`src/rtl/core/wma_pkg.sv`:
```
// Shared constants and types for the three-axis weighted moving average.
// No dependencies; every other file of the block imports this package.
package wma_pkg;

	localparam int WMA_WINDOW      = 32;
	localparam int WMA_SAMPLE_BITS = 16;
	localparam int WMA_AXES        = 3;

	// Control that travels with a beat out of the sample ring stage.
	typedef struct packed {
		logic valid;
		logic wrapped;
	} wma_ctl_t;

endpackage

```
`src/rtl/core/wma_in_if.sv`:
```
// Input sample channel: valid/ready handshake with one three-axis sample.
// Depends on wma_pkg for the default sample width.
interface wma_in_if
	import wma_pkg::*;
	#(parameter int SAMPLE_BITS = WMA_SAMPLE_BITS);

	logic                   valid;
	logic                   ready;
	logic [SAMPLE_BITS-1:0] x_in;
	logic [SAMPLE_BITS-1:0] y_in;
	logic [SAMPLE_BITS-1:0] z_in;

	modport source (output valid, output x_in, output y_in, output z_in, input ready);
	modport sink   (input valid, input x_in, input y_in, input z_in, output ready);

endinterface

```
`src/rtl/core/wma_out_if.sv`:
```
// Output average channel: valid/ready handshake with one three-axis result.
// Depends on wma_pkg for the default sample width.
interface wma_out_if
	import wma_pkg::*;
	#(parameter int SAMPLE_BITS = WMA_SAMPLE_BITS);

	logic                   valid;
	logic                   ready;
	logic [SAMPLE_BITS-1:0] x_out;
	logic [SAMPLE_BITS-1:0] y_out;
	logic [SAMPLE_BITS-1:0] z_out;

	modport source (output valid, output x_out, output y_out, output z_out, input ready);
	modport sink   (input valid, input x_out, input y_out, input z_out, output ready);

endinterface

```
`src/rtl/core/wma_ring.sv`:
```
// Sample ring: read-first memory of the last WINDOW samples plus write slot.
// Depends on wma_pkg. Feeds the accumulator with the fresh and evicted samples.
module wma_ring
	import wma_pkg::*;
	#(
	parameter int WINDOW      = WMA_WINDOW,
	parameter int SAMPLE_BITS = WMA_SAMPLE_BITS
	) (
	input  logic                                   clk,
	input  logic                                   arst_n,
	input  logic                                   en,
	input  logic                                   accept,
	input  logic [WMA_AXES-1:0][SAMPLE_BITS-1:0]  fresh,
	output wma_ctl_t                               ctl_s1,
	output logic [WMA_AXES-1:0][SAMPLE_BITS-1:0]  fresh_s1,
	output logic [WMA_AXES-1:0][SAMPLE_BITS-1:0]  evict_s1
);

	localparam int AW = (WINDOW > 1) ? $clog2(WINDOW) : 1;
	localparam logic [AW-1:0] LAST_SLOT = AW'(WINDOW - 1);

	logic [WMA_AXES*SAMPLE_BITS-1:0] mem [WINDOW];
	logic [AW-1:0] slot_q;
	logic          wrapped_q;

	// Read-first: the old entry comes out in the same cycle the new one goes in.
	always_ff @(posedge clk) begin
		if (accept) begin
			evict_s1      <= mem[slot_q];
			mem[slot_q]   <= fresh;
			fresh_s1      <= fresh;
		end
	end

	// Entries are never cleared; until the first wrap the slot read was never
	// written and counts as zero.
	always_ff @(posedge clk or negedge arst_n) begin
		if (!arst_n) begin
			slot_q    <= '0;
			wrapped_q <= 1'b0;
			ctl_s1    <= '0;
		end else begin
			if (accept) begin
				if (slot_q == LAST_SLOT) begin
					slot_q    <= '0;
					wrapped_q <= 1'b1;
				end else begin
					slot_q <= slot_q + AW'(1);
				end
			end
			if (en) begin
				ctl_s1.valid   <= accept;
				ctl_s1.wrapped <= wrapped_q;
			end
		end
	end

	a_wrap: assert property (@(posedge clk) disable iff (!arst_n)
		accept && slot_q == LAST_SLOT |=> slot_q == '0 && wrapped_q)
		else $error("slot did not wrap to zero");

	a_wrapped_sticky: assert property (@(posedge clk) disable iff (!arst_n)
		wrapped_q |=> wrapped_q)
		else $error("wrap flag cleared outside reset");

	a_accept_en: assert property (@(posedge clk) disable iff (!arst_n)
		accept |=> ctl_s1.valid)
		else $error("accepted beat lost at ring stage");

endmodule

```
`src/rtl/core/wma_accum.sv`:
```
// Running plain and weighted sums per axis, one update per beat.
// Depends on wma_pkg; takes the ring stage outputs, feeds the divider.
module wma_accum
	import wma_pkg::*;
	#(
	parameter int WINDOW      = WMA_WINDOW,
	parameter int SAMPLE_BITS = WMA_SAMPLE_BITS,
	localparam int TOTAL      = WINDOW * (WINDOW + 1) / 2,
	localparam int WW         = SAMPLE_BITS + $clog2(TOTAL)
	) (
	input  logic                                   clk,
	input  logic                                   arst_n,
	input  logic                                   en,
	input  wma_ctl_t                               ctl_s1,
	input  logic [WMA_AXES-1:0][SAMPLE_BITS-1:0]  fresh_s1,
	input  logic [WMA_AXES-1:0][SAMPLE_BITS-1:0]  evict_s1,
	output logic                                   valid_s2,
	output logic [WMA_AXES-1:0][WW-1:0]           wsum_q
);

	localparam int PW = SAMPLE_BITS + $clog2(WINDOW);
	localparam logic [WW-1:0] WMUL = WW'(WINDOW);

	logic [WMA_AXES-1:0][PW-1:0] psum_q;
	logic [WMA_AXES-1:0][WW-1:0] wsum_d;
	logic [WMA_AXES-1:0][PW-1:0] psum_d;
	logic                        upd;

	assign upd = en && ctl_s1.valid;

	// W' = W + WINDOW*new - P ; P' = P + new - evicted (two's complement, wraps safely)
	always_comb begin
		for (int a = 0; a < WMA_AXES; a++) begin
			wsum_d[a] = wsum_q[a] + WMUL * WW'($signed(fresh_s1[a]))
				- WW'($signed(psum_q[a]));
			psum_d[a] = psum_q[a] + PW'($signed(fresh_s1[a]))
				- (ctl_s1.wrapped ? PW'($signed(evict_s1[a])) : '0);
		end
	end

	always_ff @(posedge clk or negedge arst_n) begin
		if (!arst_n) begin
			wsum_q   <= '0;
			psum_q   <= '0;
			valid_s2 <= 1'b0;
		end else if (en) begin
			valid_s2 <= ctl_s1.valid;
			if (upd) begin
				wsum_q <= wsum_d;
				psum_q <= psum_d;
			end
		end
	end

	a_sums_hold: assert property (@(posedge clk) disable iff (!arst_n)
		!upd |=> $stable(psum_q) && $stable(wsum_q))
		else $error("sums changed without a beat");

	a_stall_hold: assert property (@(posedge clk) disable iff (!arst_n)
		!en |=> $stable(valid_s2))
		else $error("accumulator output moved during stall");

endmodule

```
`src/rtl/core/wma_div.sv`:
```
// Division of the weighted sums by the total weight through a reciprocal multiply.
// Depends on wma_pkg; sign split, then multiply and shift, truncates toward zero.
module wma_div
	import wma_pkg::*;
	#(
	parameter int WINDOW      = WMA_WINDOW,
	parameter int SAMPLE_BITS = WMA_SAMPLE_BITS,
	localparam int TOTAL      = WINDOW * (WINDOW + 1) / 2,
	localparam int WW         = SAMPLE_BITS + $clog2(TOTAL)
	) (
	input  logic                                   clk,
	input  logic                                   arst_n,
	input  logic                                   en,
	input  logic                                   valid_in,
	input  logic [WMA_AXES-1:0][WW-1:0]           wsum,
	output logic                                   valid_out,
	output logic [WMA_AXES-1:0][SAMPLE_BITS-1:0]  quo
);

	// |sum| < 2^(WW-1) and the reciprocal error is below TOTAL <= 2^CW, so a shift
	// of WW-1+CW makes floor(mag*RECIP >> K) exact. The quotient is the top SAMPLE_BITS.
	localparam int CW  = $clog2(TOTAL);
	localparam int K   = WW - 1 + CW;
	localparam int PRW = 2 * WW - 1;
	localparam logic [127:0] SCALE = 128'(1) << K;
	localparam logic [WW-1:0] RECIP = WW'((SCALE + 128'(TOTAL) - 128'(1)) / 128'(TOTAL));

	logic                                 vld_s3;
	logic                                 vld_s4;
	logic [WMA_AXES-1:0]                  neg_s3;
	logic [WMA_AXES-1:0]                  neg_s4;
	logic [WMA_AXES-1:0][WW-1:0]          abs_w;
	logic [WMA_AXES-1:0][WW-2:0]          mag_s3;
	logic [WMA_AXES-1:0][PRW-1:0]         prod_s4;

	always_comb begin
		for (int a = 0; a < WMA_AXES; a++) begin
			abs_w[a] = wsum[a][WW-1] ? (~wsum[a] + WW'(1)) : wsum[a];
		end
	end

	always_ff @(posedge clk) begin
		if (en) begin
			for (int a = 0; a < WMA_AXES; a++) begin
				neg_s3[a]  <= wsum[a][WW-1];
				mag_s3[a]  <= abs_w[a][WW-2:0];
				neg_s4[a]  <= neg_s3[a];
				prod_s4[a] <= PRW'(mag_s3[a]) * PRW'(RECIP);
			end
		end
	end

	always_ff @(posedge clk or negedge arst_n) begin
		if (!arst_n) begin
			vld_s3 <= 1'b0;
			vld_s4 <= 1'b0;
		end else if (en) begin
			vld_s3 <= valid_in;
			vld_s4 <= vld_s3;
		end
	end

	assign valid_out = vld_s4;

	always_comb begin
		for (int a = 0; a < WMA_AXES; a++) begin
			quo[a] = neg_s4[a] ? (~prod_s4[a][PRW-1:K] + SAMPLE_BITS'(1))
				: prod_s4[a][PRW-1:K];
		end
	end

	a_pipe_shift: assert property (@(posedge clk) disable iff (!arst_n)
		en && valid_in |=> vld_s3)
		else $error("beat dropped entering divider");

	a_pipe_follow: assert property (@(posedge clk) disable iff (!arst_n)
		en && vld_s3 |=> vld_s4)
		else $error("beat dropped inside divider");

	a_stall_hold: assert property (@(posedge clk) disable iff (!arst_n)
		!en |=> $stable(vld_s3) && $stable(vld_s4))
		else $error("divider valid moved during stall");

endmodule

```
`src/rtl/core/three_axis_weighted_moving_average.sv`:
```
// Three-axis linearly weighted moving average over the last WINDOW samples.
// Depends on wma_pkg, wma_in_if, wma_out_if, wma_ring, wma_accum, wma_div.
//
// Usage:
//   smp (sink)  : one x/y/z sample per beat; taken when valid and ready are high.
//   avg (source): one x/y/z average per sample beat, in order; newest sample
//                 weighted WINDOW, oldest weighted 1, sum divided by
//                 WINDOW*(WINDOW+1)/2 and truncated toward zero.
// Throughput: one sample per cycle outside stalls. The sums are updated once
//   per beat in a read-modify-write of the ring memory at the write slot.
// Pipeline: from the input beat to the result on avg the beat passes the
//   ring read, sum update, sign split and reciprocal multiply registers and
//   is then loaded into the output register.
// Reset: arst_n clears the slot, the sums and all valid bits; the ring is not
//   swept, a wrap flag makes never-written slots count as zero samples, so a
//   sample can be taken in the first cycle after reset.
// Stall: when avg.ready is low the output register and a skid register fill;
//   smp.ready is low while the skid is full, and the whole pipeline holds.
module three_axis_weighted_moving_average
	import wma_pkg::*;
	#(
	parameter int WINDOW      = WMA_WINDOW,
	parameter int SAMPLE_BITS = WMA_SAMPLE_BITS
	) (
	input  logic       clk,
	input  logic       arst_n,
	wma_in_if.sink     smp,
	wma_out_if.source  avg
);

	localparam int TOTAL = WINDOW * (WINDOW + 1) / 2;
	localparam int WW    = SAMPLE_BITS + $clog2(TOTAL);

	logic                                  en;
	logic                                  accept;
	logic [WMA_AXES-1:0][SAMPLE_BITS-1:0] fresh;
	wma_ctl_t                              ctl_s1;
	logic [WMA_AXES-1:0][SAMPLE_BITS-1:0] fresh_s1;
	logic [WMA_AXES-1:0][SAMPLE_BITS-1:0] evict_s1;
	logic                                  valid_s2;
	logic [WMA_AXES-1:0][WW-1:0]          wsum;
	logic                                  div_valid;
	logic [WMA_AXES-1:0][SAMPLE_BITS-1:0] div_quo;

	logic                                  main_v_q;
	logic                                  skid_v_q;
	logic [WMA_AXES-1:0][SAMPLE_BITS-1:0] main_q;
	logic [WMA_AXES-1:0][SAMPLE_BITS-1:0] skid_q;
	logic                                  push;
	logic                                  pop;

	// Pipeline advances whenever the skid register is free.
	assign en        = !skid_v_q;
	assign smp.ready = en;
	assign accept    = smp.valid && en;
	assign fresh     = {smp.z_in, smp.y_in, smp.x_in};

	wma_ring #(.WINDOW(WINDOW), .SAMPLE_BITS(SAMPLE_BITS)) u_ring (
		.clk      (clk),
		.arst_n   (arst_n),
		.en       (en),
		.accept   (accept),
		.fresh    (fresh),
		.ctl_s1   (ctl_s1),
		.fresh_s1 (fresh_s1),
		.evict_s1 (evict_s1)
	);

	wma_accum #(.WINDOW(WINDOW), .SAMPLE_BITS(SAMPLE_BITS)) u_accum (
		.clk      (clk),
		.arst_n   (arst_n),
		.en       (en),
		.ctl_s1   (ctl_s1),
		.fresh_s1 (fresh_s1),
		.evict_s1 (evict_s1),
		.valid_s2 (valid_s2),
		.wsum_q   (wsum)
	);

	wma_div #(.WINDOW(WINDOW), .SAMPLE_BITS(SAMPLE_BITS)) u_div (
		.clk       (clk),
		.arst_n    (arst_n),
		.en        (en),
		.valid_in  (valid_s2),
		.wsum      (wsum),
		.valid_out (div_valid),
		.quo       (div_quo)
	);

	assign push = en && div_valid;
	assign pop  = main_v_q && avg.ready;

	always_ff @(posedge clk or negedge arst_n) begin
		if (!arst_n) begin
			main_v_q <= 1'b0;
			skid_v_q <= 1'b0;
		end else if (skid_v_q) begin
			if (pop) begin
				skid_v_q <= 1'b0;
			end
		end else if (push) begin
			if (main_v_q && !pop) begin
				skid_v_q <= 1'b1;
			end else begin
				main_v_q <= 1'b1;
			end
		end else if (pop) begin
			main_v_q <= 1'b0;
		end
	end

	always_ff @(posedge clk) begin
		if (skid_v_q) begin
			if (pop) begin
				main_q <= skid_q;
			end
		end else if (push) begin
			if (main_v_q && !pop) begin
				skid_q <= div_quo;
			end else begin
				main_q <= div_quo;
			end
		end
	end

	assign avg.valid = main_v_q;
	assign avg.x_out = main_q[0];
	assign avg.y_out = main_q[1];
	assign avg.z_out = main_q[2];

	a_skid_needs_main: assert property (@(posedge clk) disable iff (!arst_n)
		skid_v_q |-> main_v_q)
		else $error("skid register holds a beat while output register is empty");

	a_skid_drain: assert property (@(posedge clk) disable iff (!arst_n)
		skid_v_q && avg.ready |=> !skid_v_q && main_v_q)
		else $error("skid beat not moved to output register");

endmodule

```
`src/flat_wrapper.sv`:
```
// flat-port wrapper written by rule: the top's interface ports become plain ports
module three_axis_weighted_moving_average_flat import wma_pkg::*;
#(
	parameter int WINDOW      = WMA_WINDOW,
	parameter int SAMPLE_BITS = WMA_SAMPLE_BITS
	)
  (clk, arst_n, smp_valid, smp_x_in, smp_y_in, smp_z_in, smp_ready, avg_valid, avg_x_out, avg_y_out, avg_z_out, avg_ready);
  wma_in_if #(.SAMPLE_BITS(SAMPLE_BITS)) smp_i ();
  wma_out_if #(.SAMPLE_BITS(SAMPLE_BITS)) avg_i ();
  input  logic clk;
  input  logic arst_n;
  input wire logic [$bits(smp_i.valid)-1:0] smp_valid;
  input wire logic [$bits(smp_i.x_in)-1:0] smp_x_in;
  input wire logic [$bits(smp_i.y_in)-1:0] smp_y_in;
  input wire logic [$bits(smp_i.z_in)-1:0] smp_z_in;
  output wire logic [$bits(smp_i.ready)-1:0] smp_ready;
  output wire logic [$bits(avg_i.valid)-1:0] avg_valid;
  output wire logic [$bits(avg_i.x_out)-1:0] avg_x_out;
  output wire logic [$bits(avg_i.y_out)-1:0] avg_y_out;
  output wire logic [$bits(avg_i.z_out)-1:0] avg_z_out;
  input wire logic [$bits(avg_i.ready)-1:0] avg_ready;
  assign smp_i.valid = smp_valid;
  assign smp_i.x_in = smp_x_in;
  assign smp_i.y_in = smp_y_in;
  assign smp_i.z_in = smp_z_in;
  assign smp_ready = smp_i.ready;
  assign avg_valid = avg_i.valid;
  assign avg_x_out = avg_i.x_out;
  assign avg_y_out = avg_i.y_out;
  assign avg_z_out = avg_i.z_out;
  assign avg_i.ready = avg_ready;
  three_axis_weighted_moving_average #(.WINDOW(WINDOW), .SAMPLE_BITS(SAMPLE_BITS)) u_core (.clk(clk), .arst_n(arst_n), .smp(smp_i), .avg(avg_i));
endmodule
```
`config.mk`:
```
export PLATFORM = sky130hd
export DESIGN_NAME = three_axis_weighted_moving_average_flat
export DESIGN_NICKNAME = d
export VERILOG_FILES = /design/src/rtl/core/wma_pkg.sv /design/src/rtl/core/wma_in_if.sv /design/src/rtl/core/wma_out_if.sv /design/src/rtl/core/wma_ring.sv /design/src/rtl/core/wma_accum.sv /design/src/rtl/core/wma_div.sv /design/src/rtl/core/three_axis_weighted_moving_average.sv /design/src/flat_wrapper.sv
export SDC_FILE = /design/constraint.sdc
export NUM_CORES = 2
export LEC_CHECK = 0
export BUFFER_PORTS_ARGS = -buffer_cell sky130_fd_sc_hd__buf_2
export CORE_MARGIN = 3
export CORE_UTILIZATION = 55
export DETAILED_ROUTE_END_ITERATION = 16
export GPL_ROUTABILITY_DRIVEN = 0
export PLACE_DENSITY = 0.73
export RECOVER_POWER = 25
export SLEW_MARGIN = 25
export SYNTH_ARGS = -nofsm -noshare
export SYNTH_HDL_FRONTEND = slang
export SYNTH_SLANG_ARGS = --single-unit
```
`constraint.sdc`:
```
create_clock -name clk -period 9.2 [get_ports clk]
set_input_delay 2.3 -clock clk [delete_from_list [all_inputs] [get_ports clk]]
set_output_delay 2.3 -clock clk [all_outputs]
set_load 0.02 [all_outputs]
```
### Word-level counts from Yosys, hierarchy flattened

Memory sizes are Yosys's and may differ from the RTL's. A register that Yosys moved wholly into a read port is not among the register bits.
Index checks and enable logic that the tools add are counted.

| word-level totals | value |
|---|---|
| register bits | 532 |
| RAM bits | 1536 |
| input port bits | 52 |
| output and inout bits | 50 |
| logic and storage cells | 103 |
| memories | 1 |

| operators by class | value |
|---|---|
| add/sub/neg operators | 19 |
| $mul | 3 |
| equal/unequal tests | 4 |
| multiplexer cells | 23 |
| bitwise gates (word level) | 7 |
| reduce and logical (&&, ||, !) cells | 14 |

Memory list:

| memory | words | width | rd ports | clocked after memory_dff | write ports | RTL line | RTL |
|---|---|---|---|---|---|---|---|
| u_core.u_ring.mem | 32 | 48 | 1 | 1 | 1 | wma_ring.sv:22 | `logic [WMA_AXES*SAMPLE_BITS-1:0] mem [WINDOW];` |

Operator list:

| operator | count |
|---|---|
| $mux W48 | 4 |
| $mul A25 B26 Y51 const B | 3 |
| $add A26 B26 Y26 | 3 |
| $sub A26 B26 Y26 | 3 |
| $add A25 B1 Y25 const B | 3 |
| $mux W25 | 3 |
| $not A25 Y25 | 3 |
| $add A21 B21 Y21 | 3 |
| $mux W21 | 3 |
| $sub A21 B21 Y21 | 3 |
| $add A16 B1 Y16 const B | 3 |
| $mux W16 | 3 |
| $not A16 Y16 | 3 |
| $mux W1 | 9 |
| $reduce_and A3 Y1 | 3 |
| $add A5 B1 Y5 const B | 1 |
| $eq A5 B5 Y1 const B | 1 |
| $logic_and A1 B1 Y1 | 5 |
| $mux W5 | 1 |
| $ne A2 B2 Y1 const B | 2 |
| $reduce_and A2 Y1 | 2 |
| $reduce_bool A2 Y1 | 2 |
| $logic_not A1 Y1 | 2 |
| $ne A2 B1 Y1 const B | 1 |
| $not A1 Y1 | 1 |

### Depth between registers and ports, before layout

| depth | value |
|---|---|
| depth in word-level cells | 6 |
| gate-level depth with buffers | 23 |
| gate-level depth less buffers | 23 |

### Cells and area by module

From an unflattened synthesis, not the netlist that was laid out.

| unflattened totals | value |
|---|---|
| cells, all modules | 8509 |
| area, all modules | 113826.7 sq um |

Modules (own cells, without submodules):

| module | times used | cells an instance | area an instance (sq um) | sequential area each (sq um) |
|---|---|---|---|---|
| wma_ring | 1 | 3199 | 61391.4 | 49207.2 |
| wma_div | 1 | 3242 | 32905.3 | 3923.8 |
| wma_accum | 1 | 1905 | 15722.6 | 3553.4 |
| three_axis_weighted_moving_average | 1 | 163 | 3807.4 | 2932.8 |

### Worst setup path before layout

OpenSTA, ideal clock, no wires.

| timing path | value |
|---|---|
| path kind | register to register |
| from | register u_core.skid_v_q |
| to | register u_core.skid_q[0] (netlist bit) (enable) |
| library setup time | 0.523 ns |
| arrival time | 9.007 ns |
| path slack | -0.329 ns |
| stages on the path, launching flop included | 7 |
| period minus slack after synthesis | 9.529 ns |
| path through | dfrtp_1 -> clkbuf_1 -> inv_1 -> clkbuf_1 -> clkbuf_1 -> nand2_1 -> nor3b_1 |

| on the way | value |
|---|---|
| longest elaborated chain between the ends | 3 |
| elaborated cells on any way between the ends | 4 |
| classes of those cells | bitwise (1); reduce/logical (3) |

RTL lines:

| element | RTL line | RTL |
|---|---|---|
| start: declaration | three_axis_weighted_moving_average.sv:46 | `logic skid_v_q;` |
| start signal: assignment | three_axis_weighted_moving_average.sv:96 | `skid_v_q <= 1'b0;` |
| start signal: assignment | three_axis_weighted_moving_average.sv:99 | `skid_v_q <= 1'b0;` |
| start signal: assignment | three_axis_weighted_moving_average.sv:103 | `skid_v_q <= 1'b1;` |
| $logic_not A1 Y1 | three_axis_weighted_moving_average.sv:53 | `assign en = !skid_v_q;` |
| net smp_ready | flat_wrapper.sv:16 | `output wire logic [$bits(smp_i.ready)-1:0] smp_ready;` |
| $logic_and A1 B1 Y1 | three_axis_weighted_moving_average.sv:90 | `assign push = en && div_valid;` |
| $reduce_and A3 Y1 (no line) | -- |  |
| end signal: assignment | three_axis_weighted_moving_average.sv:119 | `skid_q <= div_quo;` |
| end: declaration | three_axis_weighted_moving_average.sv:48 | `logic [WMA_AXES-1:0][SAMPLE_BITS-1:0] skid_q;` |

The timed path passes the listed nets, and every way through them passes these cells.
A chain may end at the register's enable or synchronous reset.

### Final worst setup path

| timing path | value |
|---|---|
| from | register u_core.u_div.mag_s3[60] (netlist bit) |
| to | register u_core.u_div.prod_s4[146] (netlist bit) (data pin) |

| on the way | value |
|---|---|
| longest elaborated chain between the ends | 1 |

RTL lines:

| element | RTL line | RTL |
|---|---|---|
| start: declaration | wma_div.sv:33 | `logic [WMA_AXES-1:0][WW-2:0] mag_s3;` |
| start signal: indexed assignment | wma_div.sv:46 | `mag_s3[a] <= abs_w[a][WW-2:0];` |
| $mul A25 B26 Y51 | wma_div.sv:48 | `prod_s4[a] <= PRW'(mag_s3[a]) * PRW'(RECIP);` |
| end signal: indexed assignment | wma_div.sv:48 |  |
| end: declaration | wma_div.sv:34 | `logic [WMA_AXES-1:0][PRW-1:0] prod_s4;` |

Every way passes these cells.

==> metrics <==
outcome=finished with violations; failing checks=max-capacitance violations, max-slew violations; final hold violations=0; final std cells w/o fill=10876; Buf+Inv Stages, Crit Path=6; number of I/O pins=102; final layout net count=9580; Hold WC Path Type=reg -> reg; antenna violations before repair=24; syn_nets=9406; Worst-path clk slew=70 ps; kind of critical path=reg -> reg; syn_area_per_cell=14.4 µm²; min Tclk post-route=7280 ps; post-route cell area=0.124 mm²; slowest CP cell=fa_1; die area=0.211 mm²; drt wl/cell=24.7 µm; max incr delay on CP=860 ps; Seq/Total Area, Yosys=52.7%; clk_lat worst skew=870 ps; crit path DAT=7870 ps; CP required=9790 ps; Yosys cell types=83; Yosys reg bits=2011; Top Family by Delay on Critical Path=adder cells; Mapped Cells=7855; Die Span X=459 µm; CTS resizes=0; crit-path cells=fa_1, inv_1, fa_1, inv_1, ha_1, inv_1, fa_1, inv_1, fa_1, fa_1, inv_1, fa_1, inv_1, ha_1, nand3_1, or3_1, a41oi_1, a211oi_1, a2111oi_2, o21ai_1, a21oi_1, nor3_1, nor4_1; Via density=5.97; pin count of the biggest net entering global routing=112; CTS Buf Count=195; dpl hpwl=173 mm; Placeable Area=0.203 mm²; initial core utilization=55.6%; Root Buffer Master=clkbuf_16; Least-Margin Pin Slew=3250 ps; # setup viols final=0; Core Rows=165; max cap viols=5; YS warnings=0; Setup crit start kind=register; CTS HTree Levels=4; asr flop ratio synth=7.66%; GRT Util Overall=25.9%; GRT overflow=0; Detailed Route Iter0 Violations=6798; Max Freq=137 MHz; Clock Path Buffers=3; Final period util=79.2%; clock skew=80.4 ps; placed cell area=0.117 mm²; number of remaining DRC errors=0; total number of vias=64892; Area Overhead vs Synth=9.75%; Port-buffer cells=101; Slew Viols, Final=289; Final TNS setup=0 ps; Sink Count=2011; Die H=459 µm; largest fanout on the critical path=6; critical path endpoint category=register; 1st-pass router iterations=5; Primary FF master, synth=edfxtp_1; vias in the first global route=67314; RSZ-0062 raised after global routing=no; total wire length=269 mm; placed cells=10503; first-pass GRT wire length=412 mm; Post-synth EDFFs=1857; layout cells sized above 1=11.8%; Post-CTS Setup Bufs=0; TritonCTS clock tree=done; CTS Hold Bufs=0; Rel. slew slack=-117%; Post-Syn Area=0.113 mm²; Antenna Nets Post-Route=0
## per-stage QoR
step	setup slack (ps)	util (%)	hold WS, ps
floorplan	1930	-	400
global placement	2070	57.5	434
detailed placement	2030	57.6	449
CTS	1970	61.0	464
global route	1510	61.0	488
finish	1920	61.0	457
## logic make-up after synthesis
group | after synthesis | synth area share (%)
compound gates | 1000 | 5.88
xor+xnor | 268 | 2.08
fa+ha+maj | 1499 | 21.3
flops | 2011 | 52.7
simple gates | 935 | 4.13
mux | 440 | 8.20
buf+inv | 1702 | 5.65
## worst reg2reg max path: stages, from the launching register on
cell and delay, ps:
edfxtp_1 540, fa_1 860, inv_1 140, fa_1 510
inv_1 110, ha_1 160, inv_1 60, fa_1 420
inv_1 90, fa_1 420, fa_1 550, inv_1 50
fa_1 490, inv_1 50, ha_1 290, nand3_1 90
or3_1 330, a41oi_1 180, a211oi_1 190, a2111oi_2 640
o21ai_1 200, a21oi_1 260, nor3_1 80, nor4_1 300
## sequential cells by signal, summed over array words and instances, names as in the netlist, 48 cells and up
| register | flops |
|---|---|
| u_core.u_accum.wsum_q | 78 |
| u_core.skid_q | 48 |
| u_core.u_ring.mem | 1536 |
| u_core.u_ring.evict_s1 | 48 |
| u_core.u_ring.fresh_s1 | 48 |
| u_core.u_div.prod_s4 | 48 |
| u_core.u_div.mag_s3 | 75 |
| u_core.u_accum.psum_q | 63 |
## cell usage after synthesis (all sizes together) (16+ instances only)
| cell type | instances | area share (%) |
|---|---|---|
| inv | 1504 | 5.0 |
| nand3 | 60 | 0.27 |
| and2 | 57 | 0.32 |
| a211oi | 25 | 0.17 |
| xor2 | 66 | 0.51 |
| o21bai | 21 | 0.14 |
| xnor2 | 202 | 1.6 |
| or3 | 31 | 0.17 |
| a31oi | 19 | 0.11 |
| nand4 | 83 | 0.46 |
| fa | 714 | 13 |
| mux2 | 48 | 0.48 |
| a21o | 112 | 0.74 |
| nand3b | 16 | 0.12 |
| clkbuf | 156 | 0.52 |
| a22oi | 195 | 1.3 |
| nand2 | 314 | 1.0 |
| o211ai | 20 | 0.13 |
| nor2 | 160 | 0.53 |
| and3 | 21 | 0.12 |
| buf | 42 | 0.14 |
| dfrtp | 154 | 3.4 |
| ha | 785 | 8.7 |
| a21oi | 177 | 0.79 |
| mux4 | 384 | 7.7 |
| o21a | 24 | 0.16 |
| nor2b | 25 | 0.14 |
| nor3 | 52 | 0.23 |
| o21ai | 242 | 1.1 |
| nand2b | 46 | 0.25 |
| edfxtp | 1857 | 49 |
| o31ai | 55 | 0.37 |
## worst paths after layout
kind	start	end	slack [ps]	depth (start not counted)
setup / recovery	u_core.u_div.mag_s3[60]	u_core.u_div.prod_s4[146]	1920	23
hold / removal	u_core.u_ring.wrapped_q	u_core.u_ring.wrapped_q	460	1
setup reg to reg	u_core.u_div.mag_s3[60]	u_core.u_div.prod_s4[146]	1920	23
hold reg to reg	u_core.u_ring.wrapped_q	u_core.u_ring.wrapped_q	460	1
max in group asynchronous	arst_n	u_core.u_ring.slot_q[0]	5220	1
min in group asynchronous	arst_n	u_core.u_accum.psum_q[44]	2210	1
## metal layers
metal	wire length, µm	global-route usage (%)
met5	80	0.0230
met4	9250	8.37
met3	24300	5.28
met2	129000	42.0
met1	106000	35.5
## cell usage in the layout (no fill, tap or decap), drive strengths merged, types with 15 or more instances in the layout
cell / n
clkinv: 80
nor3: 52
mux2: 48
o41ai: 15
nor2b: 25
a21o: 112
a22oi: 195
bufinv: 35
ha: 785
o21ai: 242
mux4: 384
inv: 1512
a31oi: 19
o211ai: 20
nand2b: 46
nand2: 314
o31ai: 55
xnor2: 202
o21bai: 21
and2: 57
o21a: 24
nand3b: 16
or3: 31
nand3: 60
and3: 21
fa: 714
dfrtp: 154
edfxtp: 1857
buf: 144
clkbuf: 258
xor2: 66
a21oi: 177
a211oi: 25
nor2: 160
nand4: 83
## final cells by class
type                       count  area (µm²)
timing repair buffer         175        1210
antenna                       11        27.5
tap                         2672        3340
sequential                  2011       59600
inverter                    1504        5650
clock buffer                 227        5050
fill                       14637       79300
multi-input combinational   4142       47300
clock inverter               134        1840
Power is not shown: default switching activity piles up to over one toggle a cycle in this logic, so the estimate is an artifact.
